File: src/rtl/core/sss_pkg.sv
`default_nettype none

package sss_pkg;

   // Configuration register indexes
   localparam int CSR_INDEX_WIDTH = 1;
   localparam int CSR_DATA_WIDTH  = 1;
   localparam logic [CSR_INDEX_WIDTH-1:0] CSR_TALL_OBJECTS = 1'b0;
   localparam logic [CSR_INDEX_WIDTH-1:0] CSR_SORT_BY_X    = 1'b1;

   // Object geometry: stored Y carries a bias of 16 lines
   localparam logic [8:0] OBJ_Y_BIAS      = 9'd16;
   localparam logic [8:0] OBJ_HEIGHT_TALL = 9'd16;
   localparam logic [8:0] OBJ_HEIGHT_STD  = 9'd8;

   // Queue between the front and the back
   localparam int QUEUE_DEPTH = 2;
   localparam int QUEUE_PTR_W = $clog2(QUEUE_DEPTH);
   localparam int QUEUE_CNT_W = $clog2(QUEUE_DEPTH + 1);

   // One stored object
   typedef struct packed {
      logic [7:0] y;
      logic [7:0] x;
      logic [7:0] tile;
      logic [7:0] flags;
   } slot_type;

   // One classified table entry in flight to the back
   typedef struct packed {
      slot_type obj;
      logic     keep;
      logic     last;
   } queue_entry_type;

   // Queue fill status seen by both sides
   typedef struct packed {
      logic full;
      logic empty;
   } queue_status_type;

   // Back-end sequencer states
   typedef enum logic {
      BACK_SCAN,
      BACK_EMIT
   } back_state_type;

endpackage

`default_nettype wire

File: src/rtl/core/sss_front.sv
`default_nettype none

module sss_front
   import sss_pkg::*;
#(
   parameter int TABLE_ENTRIES = 40
) (
   input  wire logic             clock,
   input  wire logic             reset,
   input  wire logic             start,
   input  wire queue_status_type q_status,
   input  wire logic             tall_objects,
   input  wire logic [7:0]       scan_line,
   input  wire logic [7:0]       entry_y,
   input  wire logic [7:0]       entry_x,
   input  wire logic [7:0]       entry_tile,
   input  wire logic [7:0]       entry_flags,
   input  wire logic             last_entry,
   output logic                  push,
   output queue_entry_type       push_entry
);

   localparam int ENT_W = $clog2(TABLE_ENTRIES + 1);

   logic [ENT_W-1:0] entries_ff;
   logic [ENT_W-1:0] entries_in;
   logic             in_table;
   logic [8:0]       bottom;
   logic [8:0]       y_end;
   logic             in_window;

   // Transfer takes place when start is high and the queue has room
   assign push     = start && !q_status.full;
   assign in_table = entries_ff < ENT_W'(TABLE_ENTRIES);

   // Line window test in 9 bits so nothing wraps
   assign bottom    = {1'b0, scan_line} + OBJ_Y_BIAS;
   assign y_end     = {1'b0, entry_y} + (tall_objects ? OBJ_HEIGHT_TALL : OBJ_HEIGHT_STD);
   assign in_window = ({1'b0, entry_y} <= bottom) && (y_end > bottom);

   always_comb begin
      push_entry.obj.y     = entry_y;
      push_entry.obj.x     = entry_x;
      push_entry.obj.tile  = entry_tile;
      push_entry.obj.flags = entry_flags;
      push_entry.keep      = in_table && in_window;
      push_entry.last      = last_entry;
   end

   // Entry counter, restarts at the closing entry
   always_comb begin
      entries_in = entries_ff;
      if (push) begin
         if (last_entry) begin
            entries_in = '0;
         end else if (in_table) begin
            entries_in = entries_ff + ENT_W'(1);
         end
      end
   end

   always_ff @(posedge clock) begin
      if (reset) begin
         entries_ff <= '0;
      end else begin
         entries_ff <= entries_in;
      end
   end

endmodule

`default_nettype wire

File: src/rtl/core/sss_queue.sv
`default_nettype none

module sss_queue
   import sss_pkg::*;
(
   input  wire logic            clock,
   input  wire logic            reset,
   input  wire logic            push,
   input  wire queue_entry_type push_entry,
   input  wire logic            pop,
   output queue_entry_type      head,
   output queue_status_type     status
);

   queue_entry_type        mem_ff [QUEUE_DEPTH];
   logic [QUEUE_PTR_W-1:0] wr_ptr_ff;
   logic [QUEUE_PTR_W-1:0] wr_ptr_in;
   logic [QUEUE_PTR_W-1:0] rd_ptr_ff;
   logic [QUEUE_PTR_W-1:0] rd_ptr_in;
   logic [QUEUE_CNT_W-1:0] fill_ff;
   logic [QUEUE_CNT_W-1:0] fill_in;

   assign status.full  = fill_ff == QUEUE_CNT_W'(QUEUE_DEPTH);
   assign status.empty = fill_ff == '0;
   assign head         = mem_ff[rd_ptr_ff];

   // Pointer and fill updates
   always_comb begin
      wr_ptr_in = wr_ptr_ff;
      rd_ptr_in = rd_ptr_ff;
      fill_in   = fill_ff;
      if (push) begin
         wr_ptr_in = (wr_ptr_ff == QUEUE_PTR_W'(QUEUE_DEPTH - 1)) ? '0
                                                                   : wr_ptr_ff + QUEUE_PTR_W'(1);
      end
      if (pop) begin
         rd_ptr_in = (rd_ptr_ff == QUEUE_PTR_W'(QUEUE_DEPTH - 1)) ? '0
                                                                   : rd_ptr_ff + QUEUE_PTR_W'(1);
      end
      if (push && !pop) begin
         fill_in = fill_ff + QUEUE_CNT_W'(1);
      end else if (pop && !push) begin
         fill_in = fill_ff - QUEUE_CNT_W'(1);
      end
   end

   always_ff @(posedge clock) begin
      if (reset) begin
         wr_ptr_ff <= '0;
         rd_ptr_ff <= '0;
         fill_ff   <= '0;
      end else begin
         wr_ptr_ff <= wr_ptr_in;
         rd_ptr_ff <= rd_ptr_in;
         fill_ff   <= fill_in;
      end
   end

   // Entry storage
   always_ff @(posedge clock) begin
      if (push) begin
         mem_ff[wr_ptr_ff] <= push_entry;
      end
   end

endmodule

`default_nettype wire

File: src/rtl/core/sss_back.sv
`default_nettype none

module sss_back
   import sss_pkg::*;
#(
   parameter int MAX_PER_LINE = 10
) (
   input  wire logic             clock,
   input  wire logic             reset,
   input  wire queue_entry_type  head,
   input  wire queue_status_type q_status,
   input  wire logic             sort_by_x,
   output logic                  pop,
   output logic                  rsp_strobe,
   output logic [7:0]            rsp_sprite_y,
   output logic [7:0]            rsp_sprite_x,
   output logic [7:0]            rsp_sprite_tile,
   output logic [7:0]            rsp_sprite_flags,
   output logic                  rsp_sprite_valid,
   output logic [3:0]            rsp_selected_count,
   output logic                  rsp_last_result
);

   localparam int CNT_W = $clog2(MAX_PER_LINE + 1);
   localparam int IDX_W = (MAX_PER_LINE > 1) ? $clog2(MAX_PER_LINE) : 1;

   back_state_type    state_ff;
   back_state_type    state_in;
   logic [CNT_W-1:0]  count_ff;
   logic [CNT_W-1:0]  count_in;
   logic [IDX_W-1:0]  emit_idx_ff;
   logic [IDX_W-1:0]  emit_idx_in;
   slot_type          table_ff  [MAX_PER_LINE];
   slot_type          sorted_ff [MAX_PER_LINE];
   logic [MAX_PER_LINE-1:0] gt;
   logic              insert;
   logic              emit_last;
   slot_type          sel;

   assign pop       = (state_ff == BACK_SCAN) && !q_status.empty;
   assign insert    = pop && head.keep && (count_ff < CNT_W'(MAX_PER_LINE));
   assign emit_last = (count_ff == '0)
                      || ((CNT_W'(emit_idx_ff) + CNT_W'(1)) == count_ff);

   // Next state
   always_comb begin
      state_in = state_ff;
      unique case (state_ff)
         BACK_SCAN: begin
            if (pop && head.last) begin
               state_in = BACK_EMIT;
            end
         end
         BACK_EMIT: begin
            if (emit_last) begin
               state_in = BACK_SCAN;
            end
         end
      endcase
   end

   // Slot count and readout index
   always_comb begin
      count_in    = count_ff;
      emit_idx_in = emit_idx_ff;
      unique case (state_ff)
         BACK_SCAN: begin
            if (insert) begin
               count_in = count_ff + CNT_W'(1);
            end
         end
         BACK_EMIT: begin
            if (emit_last) begin
               count_in    = '0;
               emit_idx_in = '0;
            end else begin
               emit_idx_in = emit_idx_ff + IDX_W'(1);
            end
         end
      endcase
   end

   always_ff @(posedge clock) begin
      if (reset) begin
         state_ff    <= BACK_SCAN;
         count_ff    <= '0;
         emit_idx_ff <= '0;
      end else begin
         state_ff    <= state_in;
         count_ff    <= count_in;
         emit_idx_ff <= emit_idx_in;
      end
   end

   // Table-order slots: append at the fill point
   always_ff @(posedge clock) begin
      if (insert) begin
         table_ff[count_ff[IDX_W-1:0]] <= head.obj;
      end
   end

   // X-ordered slots: each lane compares and shifts up on its own
   genvar i;
   generate
      for (i = 0; i < MAX_PER_LINE; i++) begin : g_lane
         assign gt[i] = (CNT_W'(i) < count_ff) && (sorted_ff[i].x > head.obj.x);
         if (i == 0) begin : g_first
            always_ff @(posedge clock) begin
               if (insert && (gt[i] || (count_ff == CNT_W'(i)))) begin
                  sorted_ff[i] <= head.obj;
               end
            end
         end else begin : g_rest
            always_ff @(posedge clock) begin
               if (insert) begin
                  if (gt[i-1]) begin
                     sorted_ff[i] <= sorted_ff[i-1];
                  end else if (gt[i] || (count_ff == CNT_W'(i))) begin
                     sorted_ff[i] <= head.obj;
                  end
               end
            end
         end
      end
   endgenerate

   // Result outputs
   assign sel = sort_by_x ? sorted_ff[emit_idx_ff] : table_ff[emit_idx_ff];

   always_comb begin
      rsp_strobe         = 1'b0;
      rsp_sprite_y       = '0;
      rsp_sprite_x       = '0;
      rsp_sprite_tile    = '0;
      rsp_sprite_flags   = '0;
      rsp_sprite_valid   = 1'b0;
      rsp_selected_count = '0;
      rsp_last_result    = 1'b0;
      unique case (state_ff)
         BACK_SCAN: begin
         end
         BACK_EMIT: begin
            rsp_strobe      = 1'b1;
            rsp_last_result = emit_last;
            if (count_ff != '0) begin
               rsp_sprite_y       = sel.y;
               rsp_sprite_x       = sel.x;
               rsp_sprite_tile    = sel.tile;
               rsp_sprite_flags   = sel.flags;
               rsp_sprite_valid   = 1'b1;
               rsp_selected_count = 4'(count_ff);
            end
         end
      endcase
   end

endmodule

`default_nettype wire

File: src/rtl/core/scanline_sprite_selector_unit.sv
// The closing entry is queued and popped; the back end then enters its emit state for its results.
// Throughput: one table entry per cycle while the back end scans and the queue has room; the closing
// entry yields one result per kept object, or one invalid marker, from the single slot readout port.
// busy rises only when the two-entry queue is full; results cannot be stalled.
// Synchronous active-high reset clears all control state and sets tall_objects to 0, sort_by_x to 1.
`default_nettype none

module scanline_sprite_selector_unit
   import sss_pkg::*;
#(
   parameter int MAX_PER_LINE  = 10,
   parameter int TABLE_ENTRIES = 40
) (
   input  wire logic                       clock,
   input  wire logic                       reset,
   input  wire logic                       start,
   output logic                            busy,
   input  wire logic [7:0]                 req_scan_line,
   input  wire logic [7:0]                 req_entry_y,
   input  wire logic [7:0]                 req_entry_x,
   input  wire logic [7:0]                 req_entry_tile,
   input  wire logic [7:0]                 req_entry_flags,
   input  wire logic                       req_last_entry,
   output logic                            rsp_strobe,
   output logic [7:0]                      rsp_sprite_y,
   output logic [7:0]                      rsp_sprite_x,
   output logic [7:0]                      rsp_sprite_tile,
   output logic [7:0]                      rsp_sprite_flags,
   output logic                            rsp_sprite_valid,
   output logic [3:0]                      rsp_selected_count,
   output logic                            rsp_last_result,
   input  wire logic                       csr_we,
   input  wire logic [CSR_INDEX_WIDTH-1:0] csr_index,
   input  wire logic [CSR_DATA_WIDTH-1:0]  csr_wdata
);

   logic             tall_ff;
   logic             sort_ff;
   queue_status_type q_status;
   queue_entry_type  push_entry;
   queue_entry_type  head;
   logic             push;
   logic             pop;

   assign busy = q_status.full;

   // Configuration registers
   always_ff @(posedge clock) begin
      if (reset) begin
         tall_ff <= 1'b0;
         sort_ff <= 1'b1;
      end else if (csr_we) begin
         unique case (csr_index)
            CSR_TALL_OBJECTS: tall_ff <= csr_wdata[0];
            CSR_SORT_BY_X:    sort_ff <= csr_wdata[0];
         endcase
      end
   end

   // Front: transfer and window test
   sss_front #(
      .TABLE_ENTRIES(TABLE_ENTRIES)
   ) u_front (
      .clock       (clock),
      .reset       (reset),
      .start       (start),
      .q_status    (q_status),
      .tall_objects(tall_ff),
      .scan_line   (req_scan_line),
      .entry_y     (req_entry_y),
      .entry_x     (req_entry_x),
      .entry_tile  (req_entry_tile),
      .entry_flags (req_entry_flags),
      .last_entry  (req_last_entry),
      .push        (push),
      .push_entry  (push_entry)
   );

   // Decoupling queue
   sss_queue u_queue (
      .clock     (clock),
      .reset     (reset),
      .push      (push),
      .push_entry(push_entry),
      .pop       (pop),
      .head      (head),
      .status    (q_status)
   );

   // Back: slot storage, ordering and readout
   sss_back #(
      .MAX_PER_LINE(MAX_PER_LINE)
   ) u_back (
      .clock             (clock),
      .reset             (reset),
      .head              (head),
      .q_status          (q_status),
      .sort_by_x         (sort_ff),
      .pop               (pop),
      .rsp_strobe        (rsp_strobe),
      .rsp_sprite_y      (rsp_sprite_y),
      .rsp_sprite_x      (rsp_sprite_x),
      .rsp_sprite_tile   (rsp_sprite_tile),
      .rsp_sprite_flags  (rsp_sprite_flags),
      .rsp_sprite_valid  (rsp_sprite_valid),
      .rsp_selected_count(rsp_selected_count),
      .rsp_last_result   (rsp_last_result)
   );

endmodule

`default_nettype wire

File: config.mk
export PLATFORM = sky130hd
export DESIGN_NAME = scanline_sprite_selector_unit
export DESIGN_NICKNAME = d
export VERILOG_FILES = /design/src/rtl/core/sss_pkg.sv /design/src/rtl/core/sss_front.sv /design/src/rtl/core/sss_queue.sv /design/src/rtl/core/sss_back.sv /design/src/rtl/core/scanline_sprite_selector_unit.sv
export SDC_FILE = /design/constraint.sdc
export NUM_CORES = 1
export LEC_CHECK = 0
export BUFFER_PORTS_ARGS = -buffer_cell sky130_fd_sc_hd__buf_2
export CAP_MARGIN = 15
export CORE_ASPECT_RATIO = 1.1
export CORE_MARGIN = 8
export CORE_UTILIZATION = 30
export CTS_CLUSTER_DIAMETER = 30
export DETAILED_ROUTE_END_ITERATION = 8
export PLACE_DENSITY = 0.48
export SLEW_MARGIN = 5
export SYNTH_ARGS = -nofsm -noshare
export SYNTH_HDL_FRONTEND = slang
export SYNTH_SLANG_ARGS = --single-unit
File: constraint.sdc
create_clock -name clock -period 13.02 [get_ports clock]
set_clock_uncertainty 0.1 [all_clocks]
set_input_delay 0 -clock clock [delete_from_list [all_inputs] [get_ports clock]]
set_output_delay 0 -clock clock [all_outputs]
set_load 0.03 [all_outputs]
==> metrics.md, run 1 <==
| Metric | Value |
|---|---|
| Area growth syn-to-layout | `25.5%` |
| Finished Layout Cells | `3760` |
| Gr ovfl total | `0` |
| Placed Instances | `between 3k and 4k` |
| Pins over their slew limit | `0` |
| Routed WL | `between 90000 and 100000 um` |
| Starting Density | `30.2%` |
| Post-synthesis instance area | `0.0340 mm2` |
| Slew Limit Headroom | `a little under a third` |
| ANT nets after route | `0` |
| Die H | `369 um` |
| Post-DP HPWL | `around 60000 um` |
| Synth area leaders | `edfxtp_1 (63%), mux4_2 (13%), mux2_2 (8.9%), ha_1 (3.6%), mux2_1 (1.8%)` |
| Seq cells post-synth | `roughly 730` |
| Critical Path AT | `5.56 ns` |
| Syn Inst Count | `approximately 1.8k` |
| LEAKAGE | `14.2 nW` |
| Status | `finished clean` |
| Core Rows | `129` |
| WL/cell | `26.6 um` |
| Critical-path top delay cell | `a211oi_4` |
| Hold crit path type | `in -> reg` |
| Worst vdd ir | `around 0.17 mV` |
| DRC Markers | `0` |
| TritonCTS Sinks | `between 700 and 800` |
| Clock latency on the worst-skew pair | `between 0.7 and 0.8 ns` |
| DRT iter0 DRCs | `about 1.3k` |
| Ys Warns | `0` |
| # nets final | `about 2.3k` |
| Worst setup SP type | `flop` |
| Setup-failing EPs final | `0` |
| Minimum clock period | `between 5 and 6 ns` |
| DR pass1 iterations | `5` |
| RSZ-0062 raised after global routing | `no` |
| I/O pins | `87` |
| FFs w/ async S/R, synth | `0%` |
| Layout cells sized above 1 | `about two fifths` |
| Main synth FF type | `edfxtp_1` |
| Vias per Instance | `~5.1` |
| Resized Gates After CTS | `0` |
| Worst path max stage delay | `0.95 ns` |
| Max_cap viols | `0` |
| CP Max Fanout | `30` |
| GRT Resource Usage Total | `roughly 16%` |
| Root Driver | `clkbuf_16` |
| First-pass GRT wire length | `around 150000 um` |
| Maximum clock insertion buffer count | `3` |
| Core Area | `~0.11 mm2` |
| CP Cell Sequence | `buf_4 > mux2_2 > inv_1 > ha_1 > and2_1 > o21ai_0 > o2111ai_1 > nand4_1 > a211oi_4 > buf_4 > mux2_2` |
| Htree depth | `4` |
| Clk slew on worst S/H paths | `around 0.040 ns` |
| Worst-Margin Slew | `just over 1 ns` |
| Achievable frequency | `just under 200 MHz` |
| Setup bufs post-CTS | `0` |
| Post-CTS Hold Fix Bufs | `81` |
| Die Width | `337 um` |
| Die footprint | `roughly 0.12 mm2` |
| PD cells | `~190 mW/mm2` |
| Buffers added on ports | `between 80 and 90` |
| Commonest cells in the netlist | `edfxtp_1 (708), mux2_2 (268), mux4_2 (192)` |
| Routability-driven placement congestion ratio | `0.871` |
| CTS tree | `done` |
| Synth unique cells | `71` |
| Routed vias | `19.0k` |
| CTS buffer count | `~170` |
| Diodes inserted | `0` |
| Post-synthesis sequential area ratio | `64.0%` |
| Syn_area_per_cell | `between 15 and 20 um2` |
| WP data required | `13.38 ns` |
| Post-Syn Nets | `roughly 2k` |
| Cell taking the most area after synthesis | `edfxtp_1` |
| CP Capture Type | `flop` |
| Setup_tns | `0 ns` |
| Final Cycle Share | `between 30 and 40%` |
| Area share of the largest cell type after synthesis | `a little over three fifths` |
| Initial antenna violation count | `1` |
| Most frequent cell after synthesis | `edfxtp_1` |
| Number of synthesized flops with an enable pin | `between 700 and 800` |
| Vias in the first global route | `around 21k` |
| Largest net degree at the start of global routing | `53` |
| Kind of critical path | `reg -> reg` |
| Final Hold Fails | `0` |
==> state kept, by name, indices dropped and copies added (netlist names), 2 cells and up, named ones only <==
signal and flops:
u_back.count_ff 4, u_back.emit_idx_ff 4, u_back.sorted_ff 320, u_back.table_ff 320, u_front.entries_ff 6, u_queue.fill_ff 2, u_queue.mem_ff 68
==> critical path, delay by kind of cell, from the launching register on <==
| family | cells | cell delay (ns) |
|---|---|---|
| buf+inv | 3 | 1.40 |
| simple gates | 2 | 0.45 |
| compound gates | 3 | 1.21 |
| flops | 1 | 0.38 |
| fa+ha+maj | 1 | 0.39 |
| mux | 2 | 0.94 |
==> logic make-up (layout without fill, tap and decap cells) <==
kind of cell,after synthesis,in the layout,share of synthesized area (%)
fa+ha+maj,98,98,3.63
simple gates,176,176,2.74
mux,547,547,24.4
compound gates,126,126,2.60
buf+inv,137,554,2.09
flops,734,734,64.0
xor+xnor,19,19,0.530
==> final timing paths <==
path                                           endpoint  cells after the start                  start  slack [ns]
worst max register to register  u_back.sorted_ff[7][27]                     11                   flop        7.82
worst min-delay path                 u_back.count_ff[0]                      3                  reset        0.11
worst min register to register                     flop                      2  u_back.emit_idx_ff[1]        0.41
worst max-delay path            u_back.sorted_ff[7][27]                     11                   flop        7.82
==> power breakdown <==
group / leakage (nW) / total (W) / switching, W / internal, W
logic: 4.89 / 0.00108 / 0.000696 / 0.000385
clock network: 2.66 / 0.00410 / 0.00138 / 0.00273
registers: 6.62 / 0.00292 / 0.0000678 / 0.00285
==> cell type report <==
type	count	area [um2]
Clock buffer	186	4310
Inverter	39	149
Multi-Input combinational cell	966	11700
Tap cell	1506	1880
Clock inverter	125	1340
Sequential cell	734	21800
Timing Repair Buffer	204	1520
Fill cell	10300	69800
==> per-stage QoR <==
step,util (%),hold WS (ns),instance area [um2],power (W),setup WS [ns]
5_1_grt,38.0,0.133,42700,0.00841,7.58
2_1_floorplan,-,-0.00113,34000,0.00362,7.58
3_5_place_dp,32.2,0.0926,36200,0.00403,7.87
6_report,38.0,0.111,42700,0.00811,7.82
4_1_cts,38.0,0.0600,42700,0.00820,7.79
3_3_place_gp,32.2,0.0894,36200,0.00401,7.95
==> layout by cell type (no fill, tap or decap), drive strengths merged, types with 3 or more instances in the layout <==
cell type | netlist | final
edfxtp | 708 | 708
mux2 | 321 | 321
mux4 | 192 | 192
clkbuf | 36 | 186
buf | 62 | 123
ha | 97 | 97
dlygate4sd3 | 0 | 81
clkinv | 0 | 74
nor2 | 69 | 69
inv | 39 | 44
a21oi | 40 | 40
mux2i | 34 | 34
clkinvlp | 0 | 29
nand2 | 26 | 26
dfxtp | 26 | 26
o21ai | 24 | 24
nand4 | 22 | 22
bufinv | 0 | 17
xor2 | 11 | 11
o211ai | 11 | 11
o21a | 9 | 9
nor2b | 9 | 9
a211oi | 9 | 9
nand3 | 8 | 8
and2 | 8 | 8
xnor2 | 7 | 7
or2 | 6 | 6
and3 | 6 | 6
a21o | 4 | 4
and4 | 4 | 4
o2111ai | 4 | 4
nor3 | 4 | 4
nand2b | 3 | 3
a31oi | 3 | 3
==> layer usage <==
| metal | part of all wire, % | up-vias | global-route usage, % |
|---|---|---|---|
| met3 | 4.8 | 168 | 2.97 |
| met4 | 3.1 | 2 | 5.85 |
| li1 | - | 8140 | - |
| met2 | 48 | 548 | 26.1 |
| met5 | 0.013 | - | 0 |
| met1 | 44 | 10200 | 21.2 |
Power figures use the tool's default switching activity.
==> inputs of run 2 (changes only) <==
--- a/config.mk
+++ b/config.mk
@@ -5,6 +5,7 @@
 export SDC_FILE = /design/constraint.sdc
 export NUM_CORES = 1
 export LEC_CHECK = 0
+export ABC_AREA = 1
 export BUFFER_PORTS_ARGS = -buffer_cell sky130_fd_sc_hd__buf_2
 export CAP_MARGIN = 15
 export CORE_ASPECT_RATIO = 1.1
@@ -12,7 +13,7 @@
 export CORE_UTILIZATION = 30
 export CTS_CLUSTER_DIAMETER = 30
 export DETAILED_ROUTE_END_ITERATION = 8
-export PLACE_DENSITY = 0.48
+export PLACE_DENSITY = 0.5
 export SLEW_MARGIN = 5
 export SYNTH_ARGS = -nofsm -noshare
 export SYNTH_HDL_FRONTEND = slang
==> constraint.sdc (replaced) <==
create_clock -name clock -period 4.6 [get_ports clock]
set_clock_uncertainty 0.1 [all_clocks]
set_input_delay 0 -clock clock [delete_from_list [all_inputs] [get_ports clock]]
set_output_delay 0 -clock clock [all_outputs]
set_load 0.03 [all_outputs]
==> run 2 against run 1 <==
Compared with the run above:
- power grew to 3.0 times the previous value
- register-to-register slack worse by 7.0 ns
- non-clock buffer count up 41
- combinational power rose to 3.8 times the previous value
- die area is 3.9% higher
- hold slack improved by 0.24 ns
==> metrics.md, run 2 <==
| Metric | Value |
|---|---|
| Status | `finished clean` |
| Die H | `around 380 um` |
| Seq cells post-synth | `around 730` |
| # nets final | `approximately 3.9k` |
| Critical Path AT | `around 4.0 ns` |
| Setup-failing EPs final | `0` |
| WL/cell | `around 21 um` |
| Synth unique cells | `35` |
| Vias per Instance | `a little over 5` |
| CTS buffer count | `about 170` |
| Routed vias | `between 20k and 30k` |
| Root Driver | `clkbuf_16` |
| Syn_area_per_cell | `10.0 um2` |
| Die footprint | `between 0.1 and 0.15 mm2` |
| Slew Limit Headroom | `between 20% and 30%` |
| Most common cell after layout, fill and taps aside | `edfxtp_1` |
| Commonest cells after routing, fill and taps aside | `edfxtp_1 (708), nand2_1 (707), nor2_1 (567), o21ai_0 (354), nand3_1 (350)` |
| Core Area | `0.117 mm2` |
| Initial antenna violation count | `1` |
| Resized Gates After CTS | `0` |
| Worst-Margin Slew | `around 1.2 ns` |
| Htree depth | `4` |
| Commonest cells in the netlist | `edfxtp_1 (708), nand2_1 (708), nor2_1 (572)` |
| CTS tree | `done` |
| Routed WL | `around 120000 um` |
| Main synth FF type | `edfxtp_1` |
| RSZ-0062 raised after global routing | `no` |
| Kind of critical path | `reg -> out` |
| Post-Syn Nets | `3672` |
| Clock latency on the worst-skew pair | `about 0.75 ns` |
| Fill cell count | `11.6k` |
| R2r worst-path depth | `9` |
| Routability-driven placement congestion ratio | `around 0.86` |
| Number of synthesized flops with an enable pin | `708` |
| Area growth syn-to-layout | `24.2%` |
| I/O pins | `87` |
| Maximum clock insertion buffer count | `3` |
| Worst setup SP type | `flop` |
| Post-synthesis sequential area ratio | `between 60% and 70%` |
| Buffers added on ports | `86` |
| Area share of the largest cell type after synthesis | `roughly three fifths` |
| Finished Layout Cells | `~5.4k` |
| Achievable frequency | `roughly 250 MHz` |
| Clk slew on worst S/H paths | `roughly 0.04 ns` |
| WP data required | `~4.5 ns` |
| Minimum clock period | `about 4 ns` |
| First-pass GRT wire length | `174000 um` |
| Post-DP HPWL | `between 70000 and 80000 um` |
| PD cells | `between 500 and 600 mW/mm2` |
| Setup_tns | `0 ns` |
| LEAKAGE | `about 17 nW` |
| Syn Inst Count | `3527` |
| Max_cap viols | `0` |
| CP Capture Type | `primary output` |
| FFs w/ async S/R, synth | `0%` |
| CP Max Fanout | `65` |
| Overall power | `~0.024 W` |
| Pins over their slew limit | `0` |
| Finished Core Util | `~37%` |
| Hold crit path type | `reg -> reg` |
| DR pass1 iterations | `5` |
| Multi-input logic area | `0.0122 mm2` |
| Hold Path Cell Cnt | `1` |
| Layout cells sized above 1 | `12.9%` |
| GRT Resource Usage Total | `17.5%` |
| Register area | `between 0.02 and 0.025 mm2` |
| Largest net degree at the start of global routing | `140` |
| Placed Instances | `5002` |
| DRC Markers | `0` |
| Post-synthesis instance area | `around 0.035 mm2` |
| Worst vdd ir | `roughly 0.37 mV` |
| Starting Density | `a little under a third` |
| Final Hold Fails | `0` |
| Cell taking the most area after synthesis | `edfxtp_1` |
| TritonCTS Sinks | `between 700 and 800` |
| ANT nets after route | `0` |
| Die Width | `approximately 340 um` |
| Final Cycle Share | `around 90%` |
| DRT iter0 DRCs | `approximately 2.4k` |
| Core Rows | `approximately 130` |
| Synth area leaders | `edfxtp_1 (60%), nand2_1 (7.5%), nor2_1 (6.1%), o21ai_0 (5.1%), nand3_1 (5.0%)` |
| Vias in the first global route | `approximately 28k` |
| Ys Warns | `0` |
| Gr ovfl total | `0` |
run 2: timing repair:
action                    in CTS  in global routing
setup buffers                  0                  0
hold endpoints to repair      94                  0
hold buffers                  84                  0
run 2: power breakdown:
group / switching (W) / leakage, nW / internal [W]
logic: 0.00305 / 7.47 / 0.00103
registers: 0.000236 / 6.61 / 0.00814
clock network: 0.00380 / 2.71 / 0.00791
run 2: per-stage QoR:
stage	instance area [um2]	hold slack, ns	worst slack [ns]
2_1_floorplan	35400	-0.00113	0.205
3_3_place_gp	37500	0.0905	0.771
3_5_place_dp	37500	0.0935	0.759
4_1_cts	44000	0.322	0.446
5_1_grt	44000	0.386	0.377
6_report	44000	0.352	0.522
run 2: worst paths after layout:
path	to	start	slack, ns
worst max register to register	u_back.sorted_ff[4][15]	flop	0.78
worst min register to register	flop	u_queue.rd_ptr_ff	0.35
worst min-delay path	flop	u_queue.rd_ptr_ff	0.35
worst max-delay path	rsp_sprite_x[2]	flop	0.52
run 2: layout make-up:
cell class	instances	area share, %
flip-flops and latches	734	49.5
multi-input cells	2453	27.8
clock buffers	210	10.2
repair buffers	245	4.45
well taps	1541	4.38
diodes	1	0.00569
inverters	113	0.990
clock inverters	100	2.55
run 2: cell families after synthesis:
group | after synthesis | synth area share (%)
AND/OR/NAND/NOR | 1698 | 19.7
flip-flops | 734 | 61.5
AO/OA/AOI/OAI | 625 | 10.1
buffers and inverters | 340 | 4.25
adder cells (fa/ha/maj) | 98 | 3.48
multiplexers | 25 | 0.795
XOR/XNOR | 7 | 0.173
run 2: critical path, stage by stage (launching register included):
cell and delay, ns:
dfxtp_4 0.88, buf_4 0.65, o21ai_0 0.19, o211ai_1 0.29, nand3_1 0.20, nand3_1 0.15, nand2_1 0.06, nor2_1 0.40
buf_2 0.29
run 2: layer usage:
layer	global-route usage, %	up-vias	wire [um]	share of wire [%]
met1	22.3	13500	49300	43
met3	2.94	200	5640	4.9
met2	29.9	844	56800	49
met4	6.45	0	3550	3.1
met5	0	-	0	0
li1	-	12900	-	-
